--- config.mk ---
export PLATFORM = sky130hd
export DESIGN_NAME = radix_digit_printer
export DESIGN_NICKNAME = d
export VERILOG_FILES = /design/src/design/rdp_pkg.sv /design/src/design/radix_digit_printer.sv
export SDC_FILE = /design/constraint.sdc
export NUM_CORES = 1
export LEC_CHECK = 0
export ABC_AREA = 1
export BUFFER_PORTS_ARGS = -buffer_cell sky130_fd_sc_hd__buf_4
export CORE_MARGIN = 2
export CORE_UTILIZATION = 60
export DETAILED_ROUTE_END_ITERATION = 7
export PLACE_DENSITY = 0.79
export SETUP_SLACK_MARGIN = 0.1
export SYNTH_ARGS = -nofsm -noshare
export SYNTH_HDL_FRONTEND = slang
export SYNTH_SLANG_ARGS = --single-unit
--- constraint.sdc ---
create_clock -name clk -period 10.37 [get_ports clk]
set_input_delay 0.5185 -clock clk [delete_from_list [all_inputs] [get_ports clk]]
set_output_delay 0.5185 -clock clk [all_outputs]
set_load 0.01 [all_outputs]
--- src/design/rdp_pkg.sv ---
// Shared types, constants and alphabet helpers for the radix digit printer.
package rdp_pkg;

  localparam int MAX_BASE   = 16;
  localparam int MAX_DIGITS = 32;

  localparam int VALUE_W = 32;
  localparam int CHAR_W  = 8;
  localparam int DIGIT_W = 4;
  localparam int RADIX_W = 5;
  localparam int COUNT_W = 6;
  localparam int PTR_W   = 5;
  localparam int STEP_W  = 5;
  localparam int ALPHA_W = 64;
  localparam int CFG_A_W = 2;

  // configuration register indexes
  localparam logic [CFG_A_W-1:0] CFG_BASE_SIZE     = 2'd0;
  localparam logic [CFG_A_W-1:0] CFG_ALPHABET_LOW  = 2'd1;
  localparam logic [CFG_A_W-1:0] CFG_ALPHABET_HIGH = 2'd2;

  localparam logic [RADIX_W-1:0] BASE_SIZE_RST     = 5'd10;
  localparam logic [ALPHA_W-1:0] ALPHABET_LOW_RST  = 64'h3736353433323130;
  localparam logic [ALPHA_W-1:0] ALPHABET_HIGH_RST = 64'h0;

  typedef enum logic [2:0] {
    ST_IDLE,
    ST_CHECK,
    ST_TEST,
    ST_DIV,
    ST_READ,
    ST_LOAD,
    ST_SEND
  } state_t;

  // character of one digit: digits 0..7 in the low word, 8..15 in the high word
  function automatic logic [CHAR_W-1:0] glyph(input logic [ALPHA_W-1:0] lo,
                                              input logic [ALPHA_W-1:0] hi,
                                              input logic [DIGIT_W-1:0] d);
    logic [ALPHA_W-1:0] word;
    word = d[3] ? hi : lo;
    word = word >> {d[2:0], 3'b000};
    return word[CHAR_W-1:0];
  endfunction

  // radix in use: base size saturated to 2..16, cut at the first NUL character
  function automatic logic [RADIX_W-1:0] radix_of(input logic [RADIX_W-1:0] size,
                                                  input logic [ALPHA_W-1:0] lo,
                                                  input logic [ALPHA_W-1:0] hi);
    logic [RADIX_W-1:0] n;
    logic [RADIX_W-1:0] r;
    n = size;
    if (n < RADIX_W'(2)) n = RADIX_W'(2);
    if (n > RADIX_W'(MAX_BASE)) n = RADIX_W'(MAX_BASE);
    r = n;
    // descending scan so the lowest NUL position wins
    for (int k = MAX_BASE - 1; k >= 0; k--) begin
      if ((RADIX_W'(k) < n) && (glyph(lo, hi, DIGIT_W'(k)) == '0)) r = RADIX_W'(k);
    end
    return r;
  endfunction

endpackage

--- src/design/radix_digit_printer.sv ---
// Top level: unsigned 32-bit value to a character string in a configured base.
// Each transaction on the in_ side carries one 32-bit value; the block answers with
// one out_ transaction per digit, most significant first, out_tlast on the final
// one, or with none when the alphabet in use is shorter than two characters or
// repeats a character. One value is converted at a time and in_tready stays low
// until its last character has been taken. Each value is worked through by a
// single shared restoring divider that retires one quotient bit per cycle: the
// alphabet check walks the rows of the radix in use, each digit but the most
// significant takes one test plus 32 divide steps, the final digit a single test,
// and each character a stack read, a load of the output register and a send that
// waits for out_tready. Digits are held in a 32-entry stack memory with a
// registered read port.
module radix_digit_printer (
  input  logic                          clk,
  input  logic                          rst_n,
  // configuration write port
  input  logic                          cfg_we,
  input  logic [rdp_pkg::CFG_A_W-1:0]   cfg_addr,
  input  logic [rdp_pkg::ALPHA_W-1:0]   cfg_wdata,
  // input stream
  input  logic                          in_tvalid,
  output logic                          in_tready,
  input  logic [rdp_pkg::VALUE_W-1:0]   in_tdata,   // [31:0] value
  // result stream
  output logic                          out_tvalid,
  input  logic                          out_tready,
  output logic [rdp_pkg::CHAR_W-1:0]    out_tdata,  // [7:0] character
  output logic                          out_tlast   // last_digit
);
  import rdp_pkg::*;

  // configuration registers
  logic [RADIX_W-1:0] base_size_r;
  logic [ALPHA_W-1:0] alpha_lo_r;
  logic [ALPHA_W-1:0] alpha_hi_r;

  // sequencer state
  state_t             state_r, state_nxt;
  logic [VALUE_W-1:0] val_r, val_nxt;      // remaining value, also the dividend shifter
  logic [DIGIT_W-1:0] rem_r, rem_nxt;      // partial remainder
  logic [STEP_W-1:0]  step_r, step_nxt;
  logic [COUNT_W-1:0] cnt_r, cnt_nxt;
  logic [RADIX_W-1:0] radix_r, radix_nxt;
  logic [DIGIT_W-1:0] row_r, row_nxt;      // alphabet row under check
  logic [PTR_W-1:0]   ptr_r, ptr_nxt;

  // output register
  logic               out_valid_r, out_valid_nxt;
  logic [CHAR_W-1:0]  out_char_r, out_char_nxt;
  logic               out_last_r, out_last_nxt;

  // digit stack memory
  logic [DIGIT_W-1:0] stack_mem [MAX_DIGITS];
  logic               mem_we;
  logic [PTR_W-1:0]   mem_waddr;
  logic [DIGIT_W-1:0] mem_wdata;
  logic [DIGIT_W-1:0] rd_data_r;

  // shared divide step and helpers
  logic [RADIX_W-1:0] trial;
  logic               trial_ge;
  logic [DIGIT_W-1:0] trial_diff;
  logic [DIGIT_W-1:0] step_rem;
  logic [VALUE_W-1:0] step_quot;
  logic [RADIX_W-1:0] radix_calc;
  logic               row_dup;
  logic               row_done;

  assign in_tready  = (state_r == ST_IDLE);
  assign out_tvalid = out_valid_r;
  assign out_tdata  = out_char_r;
  assign out_tlast  = out_last_r;

  assign radix_calc = radix_of(base_size_r, alpha_lo_r, alpha_hi_r);

  // one restoring division step: shift in the next dividend bit, subtract if it fits
  assign trial      = {rem_r, val_r[VALUE_W-1]};
  assign trial_ge   = (trial >= radix_r);
  assign trial_diff = DIGIT_W'(trial - radix_r);
  assign step_rem   = trial_ge ? trial_diff : trial[DIGIT_W-1:0];
  assign step_quot  = {val_r[VALUE_W-2:0], trial_ge};

  // one alphabet row: does character row_r repeat later within the radix
  always_comb begin
    row_dup = 1'b0;
    for (int b = 0; b < MAX_BASE; b++) begin
      if ((DIGIT_W'(b) > row_r) && (RADIX_W'(b) < radix_r) &&
          (glyph(alpha_lo_r, alpha_hi_r, DIGIT_W'(b)) ==
           glyph(alpha_lo_r, alpha_hi_r, row_r))) begin
        row_dup = 1'b1;
      end
    end
  end
  assign row_done = ({1'b0, row_r} == (radix_r - RADIX_W'(2)));

  // configuration writes
  always_ff @(posedge clk) begin
    if (!rst_n) begin
      base_size_r <= BASE_SIZE_RST;
      alpha_lo_r  <= ALPHABET_LOW_RST;
      alpha_hi_r  <= ALPHABET_HIGH_RST;
    end else if (cfg_we) begin
      case (cfg_addr)
        CFG_BASE_SIZE:     base_size_r <= cfg_wdata[RADIX_W-1:0];
        CFG_ALPHABET_LOW:  alpha_lo_r  <= cfg_wdata;
        CFG_ALPHABET_HIGH: alpha_hi_r  <= cfg_wdata;
        default: ;
      endcase
    end
  end

  // state and control registers
  always_ff @(posedge clk) begin
    if (!rst_n) begin
      state_r     <= ST_IDLE;
      cnt_r       <= '0;
      val_r       <= '0;
      out_valid_r <= 1'b0;
    end else begin
      state_r     <= state_nxt;
      cnt_r       <= cnt_nxt;
      val_r       <= val_nxt;
      out_valid_r <= out_valid_nxt;
    end
  end

  // datapath registers
  always_ff @(posedge clk) begin
    rem_r      <= rem_nxt;
    step_r     <= step_nxt;
    radix_r    <= radix_nxt;
    row_r      <= row_nxt;
    ptr_r      <= ptr_nxt;
    out_char_r <= out_char_nxt;
    out_last_r <= out_last_nxt;
  end

  // digit stack: one write port, registered read port
  always_ff @(posedge clk) begin
    if (mem_we) stack_mem[mem_waddr] <= mem_wdata;
    rd_data_r <= stack_mem[ptr_r];
  end

  // sequencer
  always_comb begin
    state_nxt     = state_r;
    val_nxt       = val_r;
    rem_nxt       = rem_r;
    step_nxt      = step_r;
    cnt_nxt       = cnt_r;
    radix_nxt     = radix_r;
    row_nxt       = row_r;
    ptr_nxt       = ptr_r;
    out_valid_nxt = out_valid_r;
    out_char_nxt  = out_char_r;
    out_last_nxt  = out_last_r;
    mem_we        = 1'b0;
    mem_waddr     = cnt_r[PTR_W-1:0];
    mem_wdata     = val_r[DIGIT_W-1:0];

    case (state_r)
      ST_IDLE: begin
        if (in_tvalid) begin
          val_nxt   = in_tdata;
          cnt_nxt   = '0;
          radix_nxt = radix_calc;
          row_nxt   = '0;
          // an alphabet shorter than two characters yields no output
          if (radix_calc >= RADIX_W'(2)) state_nxt = ST_CHECK;
        end
      end

      ST_CHECK: begin
        if (row_dup) state_nxt = ST_IDLE;
        else if (row_done) state_nxt = ST_TEST;
        else row_nxt = row_r + DIGIT_W'(1);
      end

      ST_TEST: begin
        if ((val_r >= VALUE_W'(radix_r)) && (cnt_r < COUNT_W'(MAX_DIGITS - 1))) begin
          rem_nxt   = '0;
          step_nxt  = '0;
          state_nxt = ST_DIV;
        end else begin
          // most significant digit: push it and start emitting
          mem_we    = 1'b1;
          mem_wdata = val_r[DIGIT_W-1:0];
          cnt_nxt   = cnt_r + COUNT_W'(1);
          ptr_nxt   = cnt_r[PTR_W-1:0];
          state_nxt = ST_READ;
        end
      end

      ST_DIV: begin
        rem_nxt  = step_rem;
        val_nxt  = step_quot;
        step_nxt = step_r + STEP_W'(1);
        if (step_r == STEP_W'(VALUE_W - 1)) begin
          mem_we    = 1'b1;
          mem_wdata = step_rem;
          cnt_nxt   = cnt_r + COUNT_W'(1);
          state_nxt = ST_TEST;
        end
      end

      ST_READ: begin
        state_nxt = ST_LOAD;
      end

      ST_LOAD: begin
        out_valid_nxt = 1'b1;
        out_char_nxt  = glyph(alpha_lo_r, alpha_hi_r, rd_data_r);
        out_last_nxt  = (ptr_r == '0);
        state_nxt     = ST_SEND;
      end

      ST_SEND: begin
        if (out_tready) begin
          out_valid_nxt = 1'b0;
          if (out_last_r) begin
            state_nxt = ST_IDLE;
          end else begin
            ptr_nxt   = ptr_r - PTR_W'(1);
            state_nxt = ST_READ;
          end
        end
      end

      default: begin
        state_nxt     = ST_IDLE;
        out_valid_nxt = 1'b0;
      end
    endcase
  end

endmodule

==> flow_metrics.tcl <==
set metrics [dict create \
    status "finished clean" \
    r2r_start "row_r[3]" \
    antenna_found_initial 2 \
    crit_slowest_cell "buf_4" \
    holdWs_ns 0.184 \
    area_growth_pct 11.1 \
    cts_made_buffers 36 \
    ios 114 \
    tightest_slew_ns 1.37 \
    grt_pass1_wl_um 104000 \
    p_leak_nw 8.75 \
    die-height_um 182 \
    die_area_um2 33100 \
    final_cell_area_um2 21100 \
    finalWirelength_um 68100 \
    use_met2 0.596 \
    worstPathArrival_ns 4.22 \
    r2r.worst_path.cells 18 \
    setup_viol 0 \
    met1_usage 0.575 \
    slowest_delay_ns 0.57 \
    drv_slew 0 \
    worstReg2RegEnd "row_r[1]" \
    rows 65 \
    core_um2 31400 \
    setup_tns_ns 0 \
    placed_cell_area_um2 19800 \
    place.gp.congestion 1.07 \
    initial_core_util 0.605 \
    synthCells 2585 \
    nNetsFinal 2738 \
    cp_max_fo 54 \
    skew_ns 0.0268 \
    clkTransAtPathRegs_ns 0.06 \
    cts.sinks 339 \
    ys_seq_area_frac 0.442 \
    cts_resized 0 \
    power_switching_w 0.00275 \
    maxCapViolCount 0 \
    rsz0062_at_grt "false" \
    postRouteAntennaNets 0 \
    via_count 19500 \
    seq_power_share 0.299 \
    synth.avg_cell_area_um2 7.35 \
    startpoint_type "flip-flop" \
    crit_cells 18 \
    drc 0 \
    critPathLaunch "row_r[3]" \
    layout.cells.non_filler 3039 \
    postCtsSetupBuffers 0 \
    synth-seq-cells 339 \
    internal_power_w 0.00314 \
    cts_hold_buffers 0 \
    ys_warn_count 0 \
    insertion_delay_ns 0.56 \
    ir_worst_vdd_mv 0.190 \
    hold_violations 0 \
    grt_pass1_vias 17800 \
    relSlewSlack 0.0813 \
    first_pass_iters 7 \
    ys.flop_type "dfxtp_1" \
    syn_nets 2715 \
    drtIter0Drc 3087 \
    synth_edf_count 160 \
    clock_power_share 0.236 \
    critPathTopFamily "simple AND/OR/NAND/NOR gates" \
    vias_per_cell 6.41 \
    n_fill_cell 2690 \
    wire_per_inst_um 22.4 \
    drive_gt1_frac 0.0910 \
    critPathKind "reg -> reg" \
    worstPathCellList "buf_4, buf_4, o21ai_0, nand2_1, nand2_1, nand2_1, nand2_1, inv_2, nand2_2, xor2_1, nor2_1, nand3_1, nand2_1, nor2_1, nand2_1, nor2_2, nand2_2, nand2_1" \
    synthArstFlopShare 0 \
    htreeDepth 2 \
    crit_top_cell "nand2_1" \
    grt_max_degree 87 \
    p_comb_frac 0.465 \
    cts_tree "done" \
    port_buffers 113 \
    groute.usage.overall 0.405 \
    r2r_slack_ns 6.39 \
    crit_buf_inv 3 \
    fin_crit_ns 3.98 \
    cp-endpoint "row_r[1]" \
    dpl.hpwl_um 47700 \
    yosysUniqueCellTypes 45 \
    max_freq_mhz 251 \
    power_density_nw_per_um2 279 \
    met3_usage 0.0939 \
    holdCritPathClass "in -> reg" \
    netlist_area_um2 19000 \
    cts_buffer_depth 3 \
    swShare 0.466 \
    cts_root_buffer "clkbuf_16" \
    placedCellCount 2972 \
    die_w_um 182 \
    worst_ep_required_time_ns 10.61 \
    min_period_over_period 0.384 \
    cp-end-kind "flip-flop" \
    busiest_layer "met2" \
    grt-ovfl-total 0 \
]
## per-layer routing
layer | vias up | share of wire
li1 | 8803 | -
met1 | 9096 | 0.40
met2 | 1359 | 0.42
met3 | 218 | 0.13
met4 | 2 | 0.047
met5 | - | 0.0010
## cell type report
class | count | area [µm²] | share of cell area
multi-input combinational | 1888 | 9140 | 0.433
sequential | 339 | 8390 | 0.398
clock buffer | 51 | 1040 | 0.0492
timing repair buffer | 130 | 976 | 0.0462
inverter | 213 | 808 | 0.0383
tap | 402 | 503 | 0.0238
clock inverter | 15 | 243 | 0.0115
antenna | 1 | 2.50 | 0.000119
## power groups by stage
stage                     clock network, W  registers (W)  logic [W]
after global routing               0.00144        0.00177    0.00294
final                              0.00139        0.00176    0.00274
after global placement                   0        0.00177    0.00257
after CTS                          0.00138        0.00175    0.00261
after detailed placement                 0        0.00178    0.00259
after floorplan                          0        0.00168    0.00193
## through the flow
stage	power [W]	setup WS, ns	utilization
after global placement	0.00434	6.55	0.631
after global routing	0.00615	6.19	0.672
after floorplan	0.00361	6.83	-
after detailed placement	0.00437	6.56	0.631
final	0.00589	6.39	0.672
after CTS	0.00575	6.54	0.672
## sequential cells by signal, indices dropped and copies added (netlist names), 5 cells and up
register and cells:
stack_mem 128, alpha_hi_r 64, alpha_lo_r 64, val_r 32, out_tdata 8, cnt_r 6, base_size_r 5, ptr_r 5
radix_r 5, step_r 5
## worst min path at each step
stage	start	slack (ns)	endpoint	cells past startpoint
floorplan	alpha_lo_r[3]	0.45	alpha_lo_r[3]	2
global placement	alpha_lo_r[1]	0.49	alpha_lo_r[1]	2
detailed placement	val_r[13]	0.49	val_r[14]	2
CTS	cfg_wdata[40]	0.18	alpha_lo_r[40]	3
global route	cfg_wdata[36]	0.20	alpha_lo_r[36]	3
finish	cfg_wdata[40]	0.18	alpha_lo_r[40]	3
## tightest hold or removal path: cells and delay by family
| kind | cells | cell delay, ns |
|---|---|---|
| simple gates | 2 | 0.10 |
| buf+inv | 1 | 0.09 |
## synth_stat cells, types with 2 or more instances
cell type / instances / share of area
nand2_1: 689 / 0.14
o21ai_0: 311 / 0.082
nor2_1: 243 / 0.048
inv_1: 198 / 0.039
a21oi_1: 188 / 0.050
dfxtp_1: 179 / 0.19
edfxtp_1: 160 / 0.25
nand3_1: 141 / 0.037
clkbuf_1: 100 / 0.020
a31oi_1: 35 / 0.012
o211ai_1: 35 / 0.014
nand4_1: 33 / 0.011
xor2_1: 30 / 0.014
ha_1: 26 / 0.017
nor4_1: 25 / 0.0082
o221ai_1: 25 / 0.012
o22ai_1: 25 / 0.0082
nor3_1: 18 / 0.0047
buf_2: 15 / 0.0040
buf_6: 13 / 0.0077
inv_2: 12 / 0.0024
nand2_2: 12 / 0.0040
buf_1: 10 / 0.0020
o21ai_1: 10 / 0.0026
nand2_4: 9 / 0.0053
buf_4: 6 / 0.0024
a211oi_1: 5 / 0.0020
o31ai_1: 4 / 0.0016
inv_4: 3 / 0.00099
nand3b_1: 3 / 0.0012
xnor2_1: 3 / 0.0014
a21oi_2: 2 / 0.00092
a221oi_1: 2 / 0.00092
nor2_2: 2 / 0.00066
nor3b_1: 2 / 0.00079
o211ai_2: 2 / 0.0013
## cells in the final DEF, fill, tap and decap left out, drive strengths merged, types with 11 or more instances in the layout
master	instances
o22ai	25
edfxtp	160
nand4	33
dfxtp	179
nor3	19
nor2	245
xor2	30
nor4	25
nand3	141
inv	212
nand2	710
ha	26
o211ai	37
clkinv	11
o21ai	321
a21oi	190
buf	130
o221ai	25
clkbuf	51
a31oi	35
## logic make-up (layout without fill, tap and decap cells)
logic type	Yosys count	count (layout)	share of synthesized area
simple gates	1179	1179	0.258
fa+ha+maj	27	27	0.0182
other cells	0	1	0
flops	339	339	0.442
buf+inv	358	409	0.0790
compound gates	649	649	0.188
xor+xnor	33	33	0.0152
Note: power is estimated with default switching activity, not from simulation.
